--- src/sv/ncrm_ram.sv ---
// Generic simple dual-port RAM: one write port, one read port with registered data.
// No dependencies.
`default_nettype none

module ncrm_ram #(
  parameter int WIDTH = 16,
  parameter int DEPTH = 64
) (
  input  wire logic                                   clk,
  input  wire logic                                   we,
  input  wire logic [(DEPTH > 1 ? $clog2(DEPTH) : 1)-1:0] waddr,
  input  wire logic [WIDTH-1:0]                       wdata,
  input  wire logic [(DEPTH > 1 ? $clog2(DEPTH) : 1)-1:0] raddr,
  output logic      [WIDTH-1:0]                       rdata
);

  logic [WIDTH-1:0] mem [DEPTH];

  always_ff @(posedge clk) begin
    if (we) begin
      mem[waddr] <= wdata;
    end
    rdata <= mem[raddr];
  end

endmodule

`default_nettype wire

--- config.mk ---
export PLATFORM = sky130hd
export DESIGN_NAME = ncrm_ram
export DESIGN_NICKNAME = d
export VERILOG_FILES = /design/src/sv/ncrm_ram.sv
export SDC_FILE = /design/constraint.sdc
export NUM_CORES = 1
export LEC_CHECK = 0
export ABC_AREA = 1
export CELL_PAD_IN_SITES_DETAIL_PLACEMENT = 0
export CELL_PAD_IN_SITES_GLOBAL_PLACEMENT = 1
export CORE_MARGIN = 3
export CORE_UTILIZATION = 45
export DETAILED_ROUTE_END_ITERATION = 6
export DONT_BUFFER_PORTS = 1
export PLACE_DENSITY = 0.76
export REMOVE_ABC_BUFFERS = 1
export SLEW_MARGIN = 0
export SYNTH_ARGS = -nofsm -noshare
export SYNTH_HDL_FRONTEND = slang
export SYNTH_SLANG_ARGS = --single-unit
export TNS_END_PERCENT = 100
--- constraint.sdc ---
create_clock -name clk -period 4 [get_ports clk]
set_input_delay 0.4 -clock clk [delete_from_list [all_inputs] [get_ports clk]]
set_output_delay 0.4 -clock clk [all_outputs]
set_load 0.05 [all_outputs]
== Yosys cells after proc, flatten, opt, wreduce, memory -nomap -nowiden ==
Memory sizes are Yosys's and may differ from the RTL's. A register that Yosys moved wholly into a read port is not among the register bits.
Cells that the tools add are included.

* Output and inout bits: 16
* Memories kept: 1
* Memory bits (writable): 1,024
* Flip-flop bits (word level): 0
* Logic and storage cells: 3
* Input port bits: 30

* Mux-type cells: 2

{| class="wikitable"
|+ Memory list
! memory !! depth !! bits a word !! rd ports !! clocked after Yosys merged registers in !! write ports !! RTL line !! text
|-
| mem || 64 || 16 || 1 || 1 || 1 || 17 || <nowiki>logic [WIDTH-1:0] mem [DEPTH];</nowiki>
|}

{| class="wikitable"
|+ Operator list
! operator !! count
|-
| $mux W1 || 2
|}

== Longest topological paths before layout ==
Gate-level depths: netlist of run 1.

* Depth after elaboration: 2
* Mapped depth: 12
* Mapped depth without buffers: 9

== Worst setup path before layout of run 1 ==
No wires, ideal clock.

* Path type: input port to flip-flop
* Start: input port we
* End: memory mem[48][0], enable pin
* Cell stages on the path: 3
* Setup time: 0.431 ns
* Buffers on the path: 1
* Required time: 3.569 ns
* Arrival: 2.524 ns
* Setup slack: 1.046 ns
* Path through: clkbuf_1 nand4_1 nor4_1

* Word-level cells in the longest chain between the ends: 2

{| class="wikitable"
|+ Ends and longest elaborated chain
! item !! RTL line !! text
|-
| from (decl) || 10 || <nowiki>input wire logic we,</nowiki>
|-
| $mux W1 || 20 || <nowiki>if (we) begin</nowiki>
|-
| $mux W1 (implied by the code) || 21 || <nowiki>mem[waddr] <= wdata;</nowiki>
|-
| to (decl) || 17 ||
|}

Every way passes these cells.

==> results by group, run 1 <==
Detailed routing
  – Vias: 26.53k
  – DRT iter0 DRCs: 2,979
  – DR WL/cell: 22.79 um
  – Post-DR vias/cell: 5.478
  – First-pass DRT Iterations: 5
  – DRC: 0
  – Routed WL: 110.4 mm
  – Remaining antenna violation count: 0

Timing
  – RSZ-0062 raised after global routing: no
  – Min cycle time layout: 2.679 ns
  – Hold Vio Cnt, Final: 0
  – Max transition margin: 10.16%
  – Peak Freq: 373.2 MHz
  – Worst-Margin Slew: 1.346 ns
  – Hold slack final: 0.03179 ns
  – Worst Clk Skew: 0.01684 ns
  – Slew Limit Fails: 0
  – Final setup TNS: 0 ns
  – # setup viols final: 0
  – Final Cycle Share: 66.98%

GRT
  – Vias in the first global route: 25.09k
  – Total track usage: 22.43%
  – GR Overflow Total: 0
  – Largest net degree at the start of global routing: 514
  – First-pass GRT wire length: 164.5 mm
  – Number of antenna violations at the first check in global routing: 0

Setup path
  – Critical path data arrival time: 3.28 ns
  – Depth of the most critical reg-to-reg path: 8
  – Crit end category: flop
  – Worst Path Max Fanout: 513
  – CP required: 4.60 ns
  – CP Launch Type: primary input
  – Reg2Reg Setup Slack: 2.43 ns
  – Setup CP Type: primary input to flop

Layout
  – Final std cells w/o fill: 4,842
  – Area grow syn2layout: 11.53%
  – Multi-input gate area in the final layout: 9600 um2
  – Sequential Area: 31,070 um2
  – Fillers: 7,956
  – Final nets: 3,542
  – Layout cells sized above 1: 7.335%
  – Antenna Cells: 0

Floorplan
  – Die area: 97,260 um2
  – DIE HEIGHT: 311.9 um
  – Chip width: 311.9 um
  – Num rows: 111
  – Number of I/O pins: 46
  – Starting density of the core: 45.65%
  – Core Area: 92,220 um2

Clocking
  – CTS root buffer: clkbuf_16
  – Setup Fix Bufs, Post-CTS: 0
  – Worst skew pair latency: 0.66 ns
  – Max Root-Sink Buffers: 3
  – TritonCTS Buffers: 105
  – Clk sinks: 1,040
  – Htree depth: 3
  – Clk slew on worst S/H paths: 0.06 ns
  – CTS tree: done

Power and ir drop
  – Leak: 16.78 nW
  – Power Total: 0.02295 W
  – Worst VDD drop: 0.0002854 V
  – Power density cells: 488.7 nW/um2

Hold path
  – Class of the worst hold path: primary input to flop
  – Hold Path Depth: 2

Logic synthesis
  – Cells after synthesis: 3,517
  – Post-Syn Area per Cell: 11.97 um2
  – Netlist Area Pre-Place: 42,100 um2
  – Ys Warns: 0
  – Netlist cell types: 16
  – Number of synthesized register bits: 1,040
  – Sequential cell area fraction in the yosys report: 73.80%

Place
  – DPL Wire Length: 55.88 mm
  – I/O Buffers: 0
  – Post-placement cell count: 4,626
  – Routability cong.: 0.7827

Run status
  – Status: completed

Run
  – Maxcap violations: 0
==> synthesized netlist by cell type, drive strengths merged <==
| cell type | count | area, um2 |
|---|---|---|
| inv | 12 | 52.55 |
| nor4 | 8 | 50.05 |
| clkbuf | 26 | 97.59 |
| dfxtp | 16 | 320.3 |
| nand2 | 1296 | 4865 |
| edfxtp | 1024 | 30750 |
| nand3 | 871 | 4359 |
| nand4 | 9 | 56.30 |
| nor2 | 56 | 210.2 |
| buf | 199 | 1339 |
==> cells by family after synthesis <==
group / synth area share [%]
buf+inv: 3.537
simple gates: 22.66
flops: 73.80
==> per-stage QoR <==
step                utilization (%)  instance area, um2  setup WS [ns]
floorplan                         -               40660         0.8821
global placement              46.74               43110          1.442
detailed placement            46.74               43110          1.409
CTS                           50.92               46960          2.002
global route                  50.92               46960          1.552
finish                        50.92               46960          1.321
==> final timing paths <==
kind                         start                end
max                       raddr[0]   rdata[3]$_DFF_P_
min                       raddr[5]   rdata[7]$_DFF_P_
max reg2reg   mem[23][3]$_DFFE_PP_   rdata[3]$_DFF_P_
min reg2reg  mem[32][13]$_DFFE_PP_  rdata[13]$_DFF_P_
==> layer usage <==
metal,track usage [%],routed length [um],vias up
li1,-,-,12384
met3,3.545,7890,162
met4,5.928,2491,0
met5,0,0,-
met1,32.17,47700,13080
met2,35.91,52280,900
==> worst max-delay path, cell delays in order <==
cell and delay [ns]:
inv_16 0.70, buf_12 0.36, nand2_1 0.09, nand3_1 0.10
nand3_1 0.12, nand2_1 0.08, nand2_1 0.10, nand3_1 0.32
nand3_1 0.21, nand2_1 0.12
==> power breakdown <==
part	internal [W]	switching [W]	leakage (nW)	total, W
Clock	0.00559	0.00400	1.65	0.00960
Combinational	0.000345	0.000819	5.78	0.00116
Sequential	0.0121	0.000128	9.35	0.0122
==> state kept, by name, summed over array words and instances, names as in the netlist <==
name   flops
rdata     16
mem     1024
==> repair_timing <==
| action | 4_1_cts | 5_1_grt |
|---|---|---|
| endpoints found under the setup margin | 0 | 0 |
| resized for setup | 0 | 0 |
| endpoints found under the hold margin | 1053 | 0 |
| hold buffers | 22 | 0 |
==> final cells by class <==
| class | instances | share of cell area [%] |
|---|---|---|
| repair buffers | 113 | 2.787 |
| clock buffers | 132 | 5.993 |
| clock inverters | 62 | 1.138 |
| inverters | 12 | 0.1546 |
| well taps | 1243 | 3.312 |
| flip-flops and latches | 1040 | 66.17 |
| multi-input cells | 2240 | 20.45 |
==> layout by cell type, fill, tap and decap left out, drive strengths merged <==
cell type,netlist,layout
nor4,8,8
nand4,9,9
clkbuf,26,132
buf,199,107
nor2,56,56
inv,12,13
dfxtp,16,16
nand3,871,871
edfxtp,1024,1024
dlygate4sd3,0,6
bufinv,0,10
clkinv,0,51
nand2,1296,1296
No activity file was read; power rests on OpenSTA's default activity.
==> run 2, diff against run 1 <==
Clock period 4 ns to 2.6 ns, I/O delays scaled along.
==> run 2 against run 1 <==
The run now ends with max-slew violations, negative setup slack left. Clock-buffer cell count grew 7. Clock skew grew 0.012 ns. Sequential share of layout area shrank 1.3 points. Flip-flop and latch count is the same. Highest routed layer is now met5. Via count grew 1.6%. Utilization grew 0.99 points. Combinational power grew 70%. Final cell count grew 1.5%. Cell area grew 1.9%. Non-clock buffer count grew 64. Routed wire length grew 3.6%.
==> results by group, run 2 (same netlist as run 1, synthesis figures left out) <==
GRT
  – Largest net degree at the start of global routing: 514 (unchanged)
  – Number of antenna violations at the first check in global routing: 3 (+3)
  – GR Overflow Total: 0 (unchanged)
  – First-pass GRT wire length: 169.0 mm (+2.7%)
  – Total track usage: 23.23% (+0.80 points)
  – Vias in the first global route: 25.56k (+1.9%)

Floorplan
  – Core Area: 92,220 um2 (unchanged)
  – Num rows: 111 (unchanged)
  – Die area: 97,260 um2 (unchanged)
  – Starting density of the core: 45.65% (unchanged)
  – DIE HEIGHT: 311.9 um (unchanged)
  – Number of I/O pins: 46 (unchanged)
  – Chip width: 311.9 um (unchanged)

Timing
  – Peak Freq: 305.1 MHz
  – Min cycle time layout: 3.277 ns
  – Final Cycle Share: 126.1%
  – Hold Vio Cnt, Final: 0 (unchanged)
  – Worst-Margin Slew: 1.751 ns (+0.4047 ns)
  – # setup viols final: 3 (+3)
  – RSZ-0062 raised after global routing: no
  – Final WS setup: -0.6775 ns (-1.998 ns)
  – Worst Clk Skew: 0.02909 ns (+0.01225 ns)
  – Slew Limit Fails: 218 (+218)
  – Max transition margin: -16.72% (-27 points)

Setup path
  – CP required: 3.17 ns (-1.43 ns)
  – Critical path's most frequent cell: nand3_1
  – CP cell instances: inv_8 -> buf_12 -> nand3_1 -> nand3_1 -> nand2_1 -> nand2_1 -> nand3_1 -> dlygate4sd3_1 -> nand3_1 -> dlygate4sd3_1 -> nand2_1
  – Crit end category: flop
  – CP max stage delay: 0.57 ns (-0.13 ns)
  – Setup CP Type: primary input to flop
  – CP max-delay cell: inv_8
  – Worst Path Max Fanout: 257 (-50%)
  – Critical path data arrival time: 3.85 ns (+0.57 ns)
  – Worst Path Buf+Inv: 4 (+2)
  – Crit path max-delay family: buffers and inverters
  – CP Launch Type: primary input

Power and ir drop
  – Power density cells: 755.5 nW/um2 (+55%)
  – Worst VDD drop: 0.0004837 V (+69%)
  – Leak: 17.23 nW (+2.7%)
  – Power Total: 0.03616 W (+58%)

Clocking
  – Clk sinks: 1,040 (unchanged)
  – Htree depth: 3 (unchanged)
  – CTS root buffer: clkbuf_16
  – CTS tree: done
  – Max Root-Sink Buffers: 3 (unchanged)
  – Worst skew pair latency: 0.68 ns (+0.02 ns)
  – TritonCTS Buffers: 107 (+1.9%)
  – Clk slew on worst S/H paths: 0.06 ns (about the same)

Detailed routing
  – Post-DR vias/cell: 5.480 (about the same)
  – First-pass DRT Iterations: 5 (unchanged)
  – Routed WL: 114.3 mm (+3.6%)
  – DRT iter0 DRCs: 2,985 (+0.20%)
  – Vias: 26.95k (+1.6%)
  – Remaining antenna violation count: 0 (unchanged)
  – DR WL/cell: 23.25 um (+2.0%)
  – DRC: 0 (unchanged)

Hold path
  – Class of the worst hold path: primary input to flop

Place
  – I/O Buffers: 0 (unchanged)
  – DPL Wire Length: 58.29 mm (+4.3%)
  – Routability cong.: 0.7910 (+1.1%)

Layout
  – Area grow syn2layout: 13.69%
  – Top flop regs: mem x1024, rdata x16
  – Most frequent cells in the layout: nand2_1, edfxtp_1, nand3_1, buf_4, clkbuf_16
  – Layout Utilization: 51.90% (+0.99 points)
  – Most common cell after layout, fill and taps aside: nand2_1
  – Largest register FFs: 1,024 (unchanged)
  – Layout cells sized above 1: 9.014% (+1.7 points)
  – Reg with most FFs: mem
  – Fillers: 7,965 (+0.11%)
  – Final nets: 3,610 (+1.9%)

Run status
  – Status: finished, violations left
  – Failing checks: max-slew violations, negative setup slack

Run
  – Maxcap violations: 0 (unchanged)
-- run 2: cell types whose count changed in the layout (fill, tap and decap cells not counted), moves of 2 or more --
cell           change
clkinvlp_4         +5
clkbuf_8           +6
bufinv_16          +2
buf_12            +10
buf_4             +32
clkinv_1          -17
inv_8              +2
dlygate4sd3_1     +22
diode_2            +2
clkinv_2           +6
-- run 2: power by group --
part	switching [W]	internal (W)
logic	0.00136	0.000615
clock network	0.00636	0.00907
registers	0.000200	0.0186
total	0.00792	0.0282
-- run 2: timing repair --
item | in CTS | in global routing
setup endpoints to repair | 0 | 1
buffers inserted | 0 | 5
resized for setup | 0 | 1
endpoints found under the hold margin | 1143 | 0
hold buffers | 46 | 0
-- run 2: worst register-to-register path, cell delays in order, from the launching register on --
cell and delay [ns]:
edfxtp_1 0.36, nand2_1 0.07, nand3_1 0.10, nand3_1 0.18, nand2_1 0.09, nand2_1 0.07, nand3_1 0.07, dlygate4sd3_1 0.57
nand3_1 0.08, dlygate4sd3_1 0.57, nand2_1 0.05
-- run 2: worst paths after layout --
check | from | to | slack [ns] | cells after the start
max reg2reg | mem[59][5]$_DFFE_PP_ | rdata[5]$_DFF_P_ | 0.29 | 10
min reg2reg | mem[48][7]$_DFFE_PP_ | rdata[7]$_DFF_P_ | 0.79 | 8
min | raddr[3] | rdata[10]$_DFF_P_ | 0.04 | 4
max | raddr[1] | rdata[5]$_DFF_P_ | -0.68 | 11
-- run 2: metrics by stage --
| step | worst slack, ns | std cells | hold slack [ns] | cell area [um2] | TNS [ns] |
|---|---|---|---|---|---|
| 2_1_floorplan | -0.3779 | 3292 | 0.3589 | 40660 | -7.825 |
| 3_3_place_gp | 0.4509 | 4661 | 0.3654 | 43470 | 0 |
| 3_5_place_dp | 0.4158 | 4661 | 0.3647 | 43470 | 0 |
| 4_1_cts | 0.1989 | 4908 | 0.004328 | 47790 | 0 |
| 5_1_grt | 0.06774 | 4915 | 0.03113 | 47860 | 0 |
| 6_report | -0.6775 | 4917 | 0.04018 | 47860 | -1.221 |
-- run 2: area by class of cell --
class                           count  area, um2  share of cell area (%)
Sequential cell                  1040      31070                   64.91
Multi-Input combinational cell   2240       9600                   20.06
Clock buffer                      139       2900                   6.059
Timing Repair Buffer              177       1969                   4.115
Tap cell                         1243       1555                   3.249
Clock inverter                     62      659.4                   1.378
Inverter                           12      81.33                  0.1699
Timing Repair inverter              2      22.52                 0.04705
Antenna cell                        2      5.005                 0.01046
-- run 2: per-layer routing --
metal	GRT usage, %	part of all wire, %
met2	37.09	47
met1	32.53	42
met4	7.265	2.7
met5	0	0.011
met3	4.276	8.4
