==> src/sv/ncrm_pkg.sv <==
// Package for the nearest-centroid radius match block.
// Holds the request and result payload types, request codes and register indexes.
// No dependencies.
`default_nettype none

package ncrm_pkg;

  // Request type codes carried in the req_type field.
  localparam logic [1:0] REQ_CENTRE = 2'd0;
  localparam logic [1:0] REQ_RADIUS = 2'd1;
  localparam logic [1:0] REQ_POINT  = 2'd2;

  // Register indexes, taken from word address bit 2.
  localparam logic REG_DIMS     = 1'b0;
  localparam logic REG_CLUSTERS = 1'b1;

  localparam int SUM_W   = 48;
  localparam int COORD_W = 16;

  typedef struct packed {
    logic [1:0]         req_type;
    logic [5:0]         cluster_index;
    logic [4:0]         coord_index;
    logic [COORD_W-1:0] coord_value;
    logic [SUM_W-1:0]   radius_sq;
    logic [31:0]        point_id;
    logic               last;
  } ncrm_in_t;

  typedef struct packed {
    logic [31:0]      result_point_id;
    logic             found;
    logic [5:0]       matched_cluster;
    logic [SUM_W-1:0] distance_sq;
    logic             within_radius;
  } ncrm_out_t;

  // Control of one issue slot into the accumulate unit.
  typedef struct packed {
    logic valid;
    logic live;
  } mac_ctrl_t;

endpackage

`default_nettype wire

==> src/sv/ncrm_mac.sv <==
// Shared accumulate unit: absolute difference, square, saturating 48-bit add.
// Two register stages; depends on ncrm_pkg.
`default_nettype none

module ncrm_mac #(
  parameter int IDX_W = 6
) (
  input  wire logic                     clk,
  input  wire logic                     rst,
  input  wire ncrm_pkg::mac_ctrl_t      issue,
  input  wire logic [IDX_W-1:0]         issue_idx,
  input  wire logic [15:0]              point_val,
  input  wire logic [15:0]              centre_rd,
  input  wire logic [47:0]              psum_rd,
  output logic                          wr_en,
  output logic      [IDX_W-1:0]         wr_idx,
  output logic      [47:0]              wr_data,
  output logic                          busy
);

  import ncrm_pkg::*;

  // Stage 1 lines up with the registered RAM data.
  logic             v1;
  logic             live1;
  logic [IDX_W-1:0] idx1;
  // Stage 2 holds the square and the old sum.
  logic             v2;
  logic [IDX_W-1:0] idx2;
  logic [31:0]      sq2;
  logic [47:0]      acc2;

  logic [15:0] diff;
  logic [48:0] sum;

  always_comb begin
    diff = (point_val >= centre_rd) ? (point_val - centre_rd) : (centre_rd - point_val);
  end

  always_ff @(posedge clk) begin
    if (rst) begin
      v1 <= 1'b0;
      v2 <= 1'b0;
    end else begin
      v1 <= issue.valid;
      v2 <= v1;
    end
    live1 <= issue.live;
    idx1  <= issue_idx;
    idx2  <= idx1;
    sq2   <= 32'(diff) * 32'(diff);
    // A sum not yet written during this point counts as zero.
    acc2  <= live1 ? psum_rd : '0;
  end

  always_comb begin
    sum     = {1'b0, acc2} + 49'(sq2);
    wr_en   = v2;
    wr_idx  = idx2;
    wr_data = sum[48] ? '1 : sum[47:0];
    busy    = v1 | v2;
  end

endmodule

`default_nettype wire

==> config.mk <==
export PLATFORM = sky130hd
export DESIGN_NAME = ncrm_mac
export DESIGN_NICKNAME = d
export VERILOG_FILES = /design/src/sv/ncrm_pkg.sv /design/src/sv/ncrm_mac.sv
export SDC_FILE = /design/constraint.sdc
export NUM_CORES = 1
export LEC_CHECK = 0
export ABC_CLOCK_PERIOD_IN_PS = 13400
export BUFFER_PORTS_ARGS = -buffer_cell sky130_fd_sc_hd__buf_2
export CAP_MARGIN = 20
export CORE_UTILIZATION = 25
export CTS_CLUSTER_DIAMETER = 120
export CTS_CLUSTER_SIZE = 30
export DETAILED_ROUTE_END_ITERATION = 6
export PLACE_DENSITY = 0.52
export SYNTH_ARGS = -nofsm -noshare
export SYNTH_HDL_FRONTEND = slang
export SYNTH_SLANG_ARGS = --single-unit
export TNS_END_PERCENT = 10
==> constraint.sdc <==
create_clock -name clk -period 13.4 [get_ports clk]
set_input_delay 2.68 -clock clk [delete_from_list [all_inputs] [get_ports clk]]
set_output_delay 2.68 -clock clk [all_outputs]
set_load 0.01 [all_outputs]
# After elaboration in Yosys (flattened, before gate mapping)
# Index checks and enable logic that the tools add are counted.
# W data, S select, Z words.
[classes]
addsub = 3
n_lt_le_gt_ge = 1
n_eq_ne = 0
n_reduce_logical = 0
n_shift = 0
div = 0
mul = 1
bitwise_logic = 1
muxes = 2
[op_table]
columns = ["operator", "n"]
rows = [
  ["$add A48 B32 Y49", 1],
  ["$mux W48", 1],
  ["$mul A16 B16 Y32", 1],
  ["$sub A16 B16 Y16", 2],
  ["$ge A16 B16 Y1", 1],
  ["$mux W16", 1],
  ["$or A1 B1 Y1", 1],
]
[word_totals]
memories = 0
latchBits = 0
romBits = 0
register_bits = 95
ram_bits = 0
out_inout_bits = 56

# Longest topological paths before layout
# Gate-level depths: netlist of run 1.
[depth]
word_depth = 3
ltp_mapped = 39
mapped_depth_nobuf = 35

# Worst setup path before layout of run 1
# No wires, ideal clock.
[synth_timing]
path_kind = "input-to-reg"
start = "input port point_val[5]"
end = "register sq2[31]"
setup_slack_ps = 2788
n_path_buf = 3
setup_ps = 131
path_stages = 35
arrival_time_ps = 10480
required_time_ps = 13269
cell_sequence = "inv_1 > ha_1 > buf_6 > or2_2 > a31o_2 > o211ai_2 > nand3_2 > a21oi_2 > buf_6 > mux2i_2 > o21bai_4 > xnor2_4 > inv_2 > buf_2 > nor2_1 > fa_1 > fa_1 > inv_1 > fa_1 > inv_1 > fa_1 > fa_1 > inv_1 > fa_1 > inv_1 > ha_1 > and3_1 > nand4_1 > a21o_1 > and4_1 > o31ai_1 > o21a_1 > o21ai_0 > a21oi_1 > xor3_1"
[synth_between]
elab_chain_cells = 3
elab_cells_between_ends = 5
cone_classes = "add/sub (2); mul (1); order compare (1); mux (1)"
[synth_lines]
columns = ["element", "line_no", "rtl"]
rows = [
  ["from (decl)", "ncrm_mac.sv:12", "input wire logic [15:0] point_val,"],
  ["$sub A16 B16 Y16 / $ge A16 B16 Y1 (equally long branches)", "ncrm_mac.sv:37", "diff = (point_val >= centre_rd) ? (point_val - centre_rd) : (centre_rd - point_val);"],
  ["$mux W16 *", "ncrm_mac.sv:37", ""],
  ["$mul A16 B16 Y32 *", "ncrm_mac.sv:51", "sq2 <= 32'(diff) * 32'(diff);"],
  ["to (signal assigned)", "ncrm_mac.sv:51", ""],
  ["to (decl)", "ncrm_mac.sv:30", "logic [31:0] sq2;"],
]
# Every way passes the cells marked *; elsewhere a longest branch is shown, timed or not.
# A chain may end at the register's enable or synchronous reset.

# Final worst setup path of run 1
[layout_timing]
start = "input port point_val[7]"
end = "register sq2[31]"
# Same word-level chain as after synthesis.

==> run_results.csv, run 1 <==
group,metric,value,unit
status,status,"finished clean",
logic_synthesis,ys_async_rst_share,0,%
sta,period_share,86.5,%
placement,detailedPlacementHpwl,29.9,mm
hold_path,min_path_type,"register to register",
setup_path,worst-endpoint-required,13.63,ns
logic_synthesis,synth_nets,1965,
sta,fmaxAchievable,0.0863,GHz
sta,final_setup_violation_count,0,
setup_path,timing.critical_path.slowest_cell_delay,0.74,ns
global_routing,overflow,0,
sta,grt_setup_unrepaired,"no",
sta,finClkSkew,0.00791,ns
sta,fin_setup_tns,0,ns
job,max_cap_viol_count,0,
sta,holdWs,0.328,ns
clock_tree,clockBufferDepth,2,
global_routing,grt_pass1_vias,11000,
logic_synthesis,count_of_flip_flops_with_a_built_in_enable_after_synthesis,0,
placement,detailedPlace.worstSlack,1.07,ns
cells_and_area,syn2layout_area_growth,14.0,%
logic_synthesis,yosys.cell_types.count,70,
logic_synthesis,ys_seq_elements,94,
logic_synthesis,synth_flop_cell,"sky130_fd_sc_hd__dfxtp_1",
logic_synthesis,syn_inst,1550,
floorplanning,fp.dieH,233,um
sta,final_critical_path_setup_slack,1.81,ns
placement,port_buffers,145,
placement,finalWeightedCongestion,0.892,
drt,detail_route.wirelength,35.4,mm
setup_path,cp_slowest_cell,"sky130_fd_sc_hd__xnor2_1",
floorplanning,initial_utilization,25.3,%
drt,viasPerCell,4.47,
floorplanning,ioPinCount,146,
drt,detail_route.wl_per_cell,14.9,um
clock_tree,clock_pin_transition_on_the_worst_setup_and_hold_timing_paths,0.07,ns
setup_path,end_kind,"register",
setup_path,cpLargestDelayFamily,"adder cells",
floorplanning,coreArea,52600,um2
clock_tree,clock_tree_from_tritoncts,"yes",
clock_tree,worstSkewPairLatency,0.36,ns
cells_and_area,postLayoutCellArea,15100,um2
global_routing,grt_start_max_net_pins,49,
setup_path,reg2regPathDepth,2,
placement,dpl_cell_area,14800,um2
drt,detailedRoute.firstPassIterationCount,7,
setup_path,rrSetupSlack,12.43,ns
sta,slew_headroom,23.6,%
setup_path,cp_num_buf_inv,9,
setup_path,worst_setup_path_start_kind,"input port",
floorplanning,design.die.area,54100,um2
clock_tree,postCtsSetupRepairBufs,0,
floorplanning,num_rows,84,
cells_and_area,antenna-diode-count,0,
global_routing,globalRouteTotalUtil,13.4,%
global_routing,grt_pass1_wl,57.8,mm
cells_and_area,mostFrequentLayoutCells,"sky130_fd_sc_hd__inv_1, sky130_fd_sc_hd__fa_1, sky130_fd_sc_hd__ha_1, sky130_fd_sc_hd__nand2_1, sky130_fd_sc_hd__buf_2",
drt,initialDrtViolationCount,531,
setup_path,start_of_the_worst_register_to_register_path,"live1$_DFF_P_",
clock_tree,htree_levels,3,
sta,report.final.slew_viol_count,0,
global_routing,antenna_found_initial,0,
clock_tree,cts-hold-fix-buffers,0,
setup_path,crit_path_frequent_cell,"sky130_fd_sc_hd__inv_1",
setup_path,cp.arrival,11.82,ns
hold_path,hp-start,"idx1[2]$_DFF_P_",
logic_synthesis,synth.yosys.seq_area_share,14.2,%
setup_path,crit_path_max_fanout,19,
drt,postRouteAntennaNets,0,
cells_and_area,finish.net_count,2095,
clock_tree,clock-root-buffer,"sky130_fd_sc_hd__clkbuf_16",
floorplanning,die_w,233,um
cells_and_area,most_common_cell_after_layout_fill_and_taps_aside,"sky130_fd_sc_hd__inv_1",
logic_synthesis,netlist_area_pre_place,13300,um2
setup_path,critical_path_class,"input port to register",
clock_tree,cts.repair.resized,0,
logic_synthesis,yosys_warnings,0,
hold_path,worst_hold_path.num_cells,0,
sta,final_report_hold_violation_count,0,
cells_and_area,post_route_cells_drive_above_1_share,12.9,%
drt,post-route-drc-count,0,
hold_path,hold_path_end,"wr_idx[2]$_DFF_P_",
clock_tree,tritoncts.num_buffers,9,
setup_path,r2r-end,"acc2[19]$_SDFF_PN0_",
clock_tree,clock_sink_count,94,
sta,worstMarginPinSlew,1.14,ns
logic_synthesis,synth_area_per_cell,8.57,um2
drt,vias,10600,
sta,finalWorstPathRequiredPeriod,11.59,ns
-- stage by stage --
stage | utilization, % | instances
after global placement | 28.1 | 2356
final | 28.8 | 2373
after detailed placement | 28.1 | 2356
after global routing | 28.8 | 2373
after CTS | 28.8 | 2372
after floorplan | - | 1550
-- sequential cells by signal, summed over array words and instances (netlist names) --
register  flops
acc2         48
sq2          31
idx1          6
wr_idx        6
live1         1
v1            1
wr_en         1
-- Yosys cell counts (all sizes together) (4+ instances only) --
| library cell | n | area (um2) |
|---|---|---|
| nor4 | 5 | 31.3 |
| nand3b | 4 | 30.0 |
| nor3 | 19 | 95.1 |
| mux2 | 10 | 113 |
| buf | 21 | 129 |
| nand2b | 13 | 81.3 |
| clkbuf | 21 | 78.8 |
| and3 | 25 | 156 |
| nand2 | 148 | 556 |
| nor2b | 11 | 68.8 |
| a21o | 57 | 428 |
| and4 | 5 | 43.8 |
| o21ai | 38 | 190 |
| xnor2 | 47 | 445 |
| a31oi | 15 | 93.8 |
| inv | 273 | 1030 |
| a211oi | 8 | 65.1 |
| o21bai | 7 | 63.8 |
| o211ai | 4 | 35.0 |
| nand4 | 11 | 68.8 |
| xor2 | 29 | 277 |
| nand3 | 27 | 140 |
| mux2i | 7 | 73.8 |
| a21oi | 80 | 404 |
| ha | 161 | 2010 |
| a2111oi | 4 | 36.3 |
| and2 | 55 | 344 |
| nor2 | 115 | 432 |
| or3 | 5 | 31.3 |
| fa | 164 | 3280 |
| o31a | 7 | 61.3 |
| o31ai | 8 | 60.1 |
| o21a | 11 | 82.6 |
| a211o | 5 | 43.8 |
| dfxtp | 94 | 1880 |
| or2 | 8 | 50.1 |
-- routing by layer --
layer | track usage [%] | vias to the layer above | part of all wire, %
met5 | 0 | - | 0
met4 | 2.84 | 0 | 1.3
met3 | 1.47 | 20 | 4.1
met2 | 22.6 | 248 | 46
met1 | 18.2 | 5059 | 48
li1 | - | 5284 | -
-- worst register-to-register path: cells and delay by family (launching register included) --
| kind | cells | cell delay, ns |
|---|---|---|
| buffers and inverters | 1 | 0.32 |
| flip-flops | 1 | 0.31 |
| AND/OR/NAND/NOR | 1 | 0.26 |
-- cells by family after synthesis --
| family | Yosys count | share of synthesized area [%] |
|---|---|---|
| mux | 17 | 1.40 |
| flops | 94 | 14.2 |
| simple gates | 455 | 16.3 |
| fa+ha+maj | 325 | 39.9 |
| buf+inv | 315 | 9.30 |
| xor+xnor | 77 | 5.61 |
| compound gates | 267 | 13.4 |
-- cell type report --
class                   instances  area, um2
multi-input cells            1141      10200
inverters                     273       1030
repair buffers                161        853
flip-flops and latches         94       1880
clock buffers                   9        225
fillers                      5652      37400
clock inverters                 7        125
well taps                     688        861
-- how the worst max path moves through the flow --
stage	cells past startpoint	slack [ns]	startpoint	end
after detailed placement	33	1.07	point_val[7]	sq2[31]$_DFF_P_
after CTS	33	1.46	point_val[7]	sq2[31]$_DFF_P_
after global placement	31	1.36	point_val[7]	sq2[31]$_DFF_P_
after global routing	34	1.34	point_val[7]	sq2[31]$_DFF_P_
final	34	1.81	point_val[7]	sq2[31]$_DFF_P_
after floorplan	35	2.79	point_val[5]	sq2[31]$_DFF_P_
Power of run 1 is left out: the tool's default activity adds up to more than one toggle a clock period on the data nets, which glitch-free logic cannot reach.
==> run 2: changes to the inputs <==
GPL_TIMING_DRIVEN = 0   (was default)
==> run 2 against run 1 <==
Register-to-register slack got worse by 0.55 ns. Non-clock buffer count grew 27. Fmax down 0.39%. First-iteration DRC count is 7.7% lower. Die area stayed put. Sequential share of layout area hardly changed. Critical path type unchanged.
==> run_results.csv, run 2 (same netlist as run 1, synthesis figures left out) <==
group,metric,value,unit
cells_and_area,largest_register_ffs,48,
sta,finalWorstPathRequiredPeriod,11.63,ns
hold_path,worst_hold_path.num_cells,0,
drt,detail_route.wl_per_cell,14.7,um
hold_path,hold_path_end,"wr_idx[5]$_DFF_P_",
placement,port_buffers,145,
placement,dpl_cell_area,14900,um2
setup_path,end_kind,"register",
clock_tree,clockBufferDepth,2,
sta,report.final.slew_viol_count,0,
cells_and_area,syn2layout_area_growth,14.3,%
cells_and_area,largest_registers,"acc2: 48 flops, sq2: 31 flops",
setup_path,rrSetupSlack,11.88,ns
setup_path,critical_path_class,"input port to register",
cells_and_area,antenna-diode-count,0,
clock_tree,worstSkewPairLatency,0.36,ns
setup_path,worst-endpoint-required,13.64,ns
cells_and_area,mostFrequentLayoutCells,"sky130_fd_sc_hd__inv_1, sky130_fd_sc_hd__fa_1, sky130_fd_sc_hd__buf_2, sky130_fd_sc_hd__ha_1, sky130_fd_sc_hd__nand2_1",
cells_and_area,multi_input_comb_area,10200,um2
clock_tree,postCtsSetupRepairBufs,0,
setup_path,timing.critical_path.slowest_cell_delay,0.83,ns
drt,vias,10800,
clock_tree,tritoncts.num_buffers,9,
floorplanning,coreArea,52600,um2
cells_and_area,finish.net_count,2122,
setup_path,worst_setup_path_start_kind,"input port",
drt,viasPerCell,4.49,
sta,final_report_hold_violation_count,0,
global_routing,globalRouteTotalUtil,13.4,%
cells_and_area,largest_register,"acc2",
sta,finClkSkew,0.00466,ns
sta,grt_setup_unrepaired,"no",
placement,detailedPlacementHpwl,29.9,mm
setup_path,r2r-end,"acc2[4]$_SDFF_PN0_",
sta,worstMarginPinSlew,1.09,ns
clock_tree,cts.repair.resized,0,
hold_path,hp-start,"idx1[5]$_DFF_P_",
job,max_cap_viol_count,0,
floorplanning,initial_utilization,25.3,%
drt,post-route-drc-count,0,
hold_path,min_path_type,"register to register",
cells_and_area,postLayoutCellArea,15200,um2
setup_path,start_of_the_worst_register_to_register_path,"live1$_DFF_P_",
drt,detail_route.wirelength,35.3,mm
sta,final_setup_violation_count,0,
floorplanning,fp.dieH,233,um
global_routing,grt_start_max_net_pins,21,
drt,top_signal_layer_used,"met4",
setup_path,crit_path_max_fanout,10,
drt,detail_route.wirelength.met1,16.8,mm
floorplanning,design.die.area,54100,um2
clock_tree,clock_pin_transition_on_the_worst_setup_and_hold_timing_paths,0.08,ns
cells_and_area,most_common_cell_after_layout_fill_and_taps_aside,"sky130_fd_sc_hd__inv_1",
clock_tree,clock_tree_from_tritoncts,"yes",
global_routing,grt_pass1_vias,11300,
placement,finalWeightedCongestion,0.867,
sta,fmaxAchievable,0.0860,GHz
status,status,"finished clean",
floorplanning,num_rows,84,
drt,detailedRoute.firstPassIterationCount,6,
global_routing,overflow,0,
floorplanning,ioPinCount,146,
sta,slew_headroom,27.0,%
cells_and_area,fin_util,28.9,%
drt,postRouteAntennaNets,0,
drt,initialDrtViolationCount,490,
global_routing,grt_pass1_wl,57.6,mm
clock_tree,cts-hold-fix-buffers,0,
drt,route.met3.wl,1.30,mm
setup_path,cp_slowest_cell,"sky130_fd_sc_hd__xor2_1",
sta,period_share,86.8,%
clock_tree,clock_sink_count,94,
drt,wl_met2,16.6,mm
cells_and_area,post_route_cells_drive_above_1_share,13.0,%
clock_tree,htree_levels,3,
setup_path,crit_path_frequent_cell,"sky130_fd_sc_hd__fa_1",
global_routing,antenna_found_initial,0,
floorplanning,die_w,233,um
cells_and_area,seqCellArea,1880,um2
setup_path,cp.arrival,11.87,ns
setup_path,reg2regPathDepth,3,
clock_tree,clock-root-buffer,"sky130_fd_sc_hd__clkbuf_16",
cells_and_area,filler_cell_count,5640,
sta,fin_setup_tns,0,ns
## run 2: layout make-up
type	instances	share of cell area [%]
clock inverters	7	0.568
plain buffers	42	1.37
flip-flops and latches	94	12.4
multi-input cells	1141	66.9
clock buffers	9	1.48
inverters	273	6.76
well taps	688	5.67
repair buffers	146	4.83
## run 2: critical path, delay by kind of cell
family                     cells  cell delay (ns)
AOI/OAI and AO/OA              7             1.56
xor gates and xnor gates       2             1.18
adders and majority gates      8             3.82
buffers and inverters          9             1.10
and+or+nand+nor                8             1.52
## run 2: stage by stage
step	hold slack [ns]	setup WS [ns]	std cells
2_1_floorplan	0.310	2.79	1550
3_3_place_gp	0.311	1.40	2383
3_5_place_dp	0.312	1.42	2384
4_1_cts	0.330	1.78	2400
5_1_grt	0.334	1.24	2400
6_report	0.326	1.77	2400
## run 2: per-layer routing
| metal | vias to the layer above | track usage (%) |
|---|---|---|
| li1 | 5344 | - |
| met1 | 5166 | 17.7 |
| met2 | 234 | 23.3 |
| met3 | 27 | 1.03 |
| met4 | 0 | 3.31 |
| met5 | - | 0 |
## run 2: worst max path at each step
| stage | startpoint | to | slack (ns) | depth (start not counted) |
|---|---|---|---|---|
| 5_1_grt | point_val[10] | sq2[31]$_DFF_P_ | 1.24 | 34 |
| 2_1_floorplan | point_val[5] | sq2[31]$_DFF_P_ | 2.79 | 35 |
| 4_1_cts | point_val[10] | sq2[31]$_DFF_P_ | 1.78 | 34 |
| 6_report | point_val[10] | sq2[31]$_DFF_P_ | 1.77 | 34 |
| 3_3_place_gp | point_val[2] | sq2[30]$_DFF_P_ | 1.40 | 30 |
| 3_5_place_dp | point_val[10] | sq2[31]$_DFF_P_ | 1.42 | 34 |
Power of run 2 is left out for the same reason.
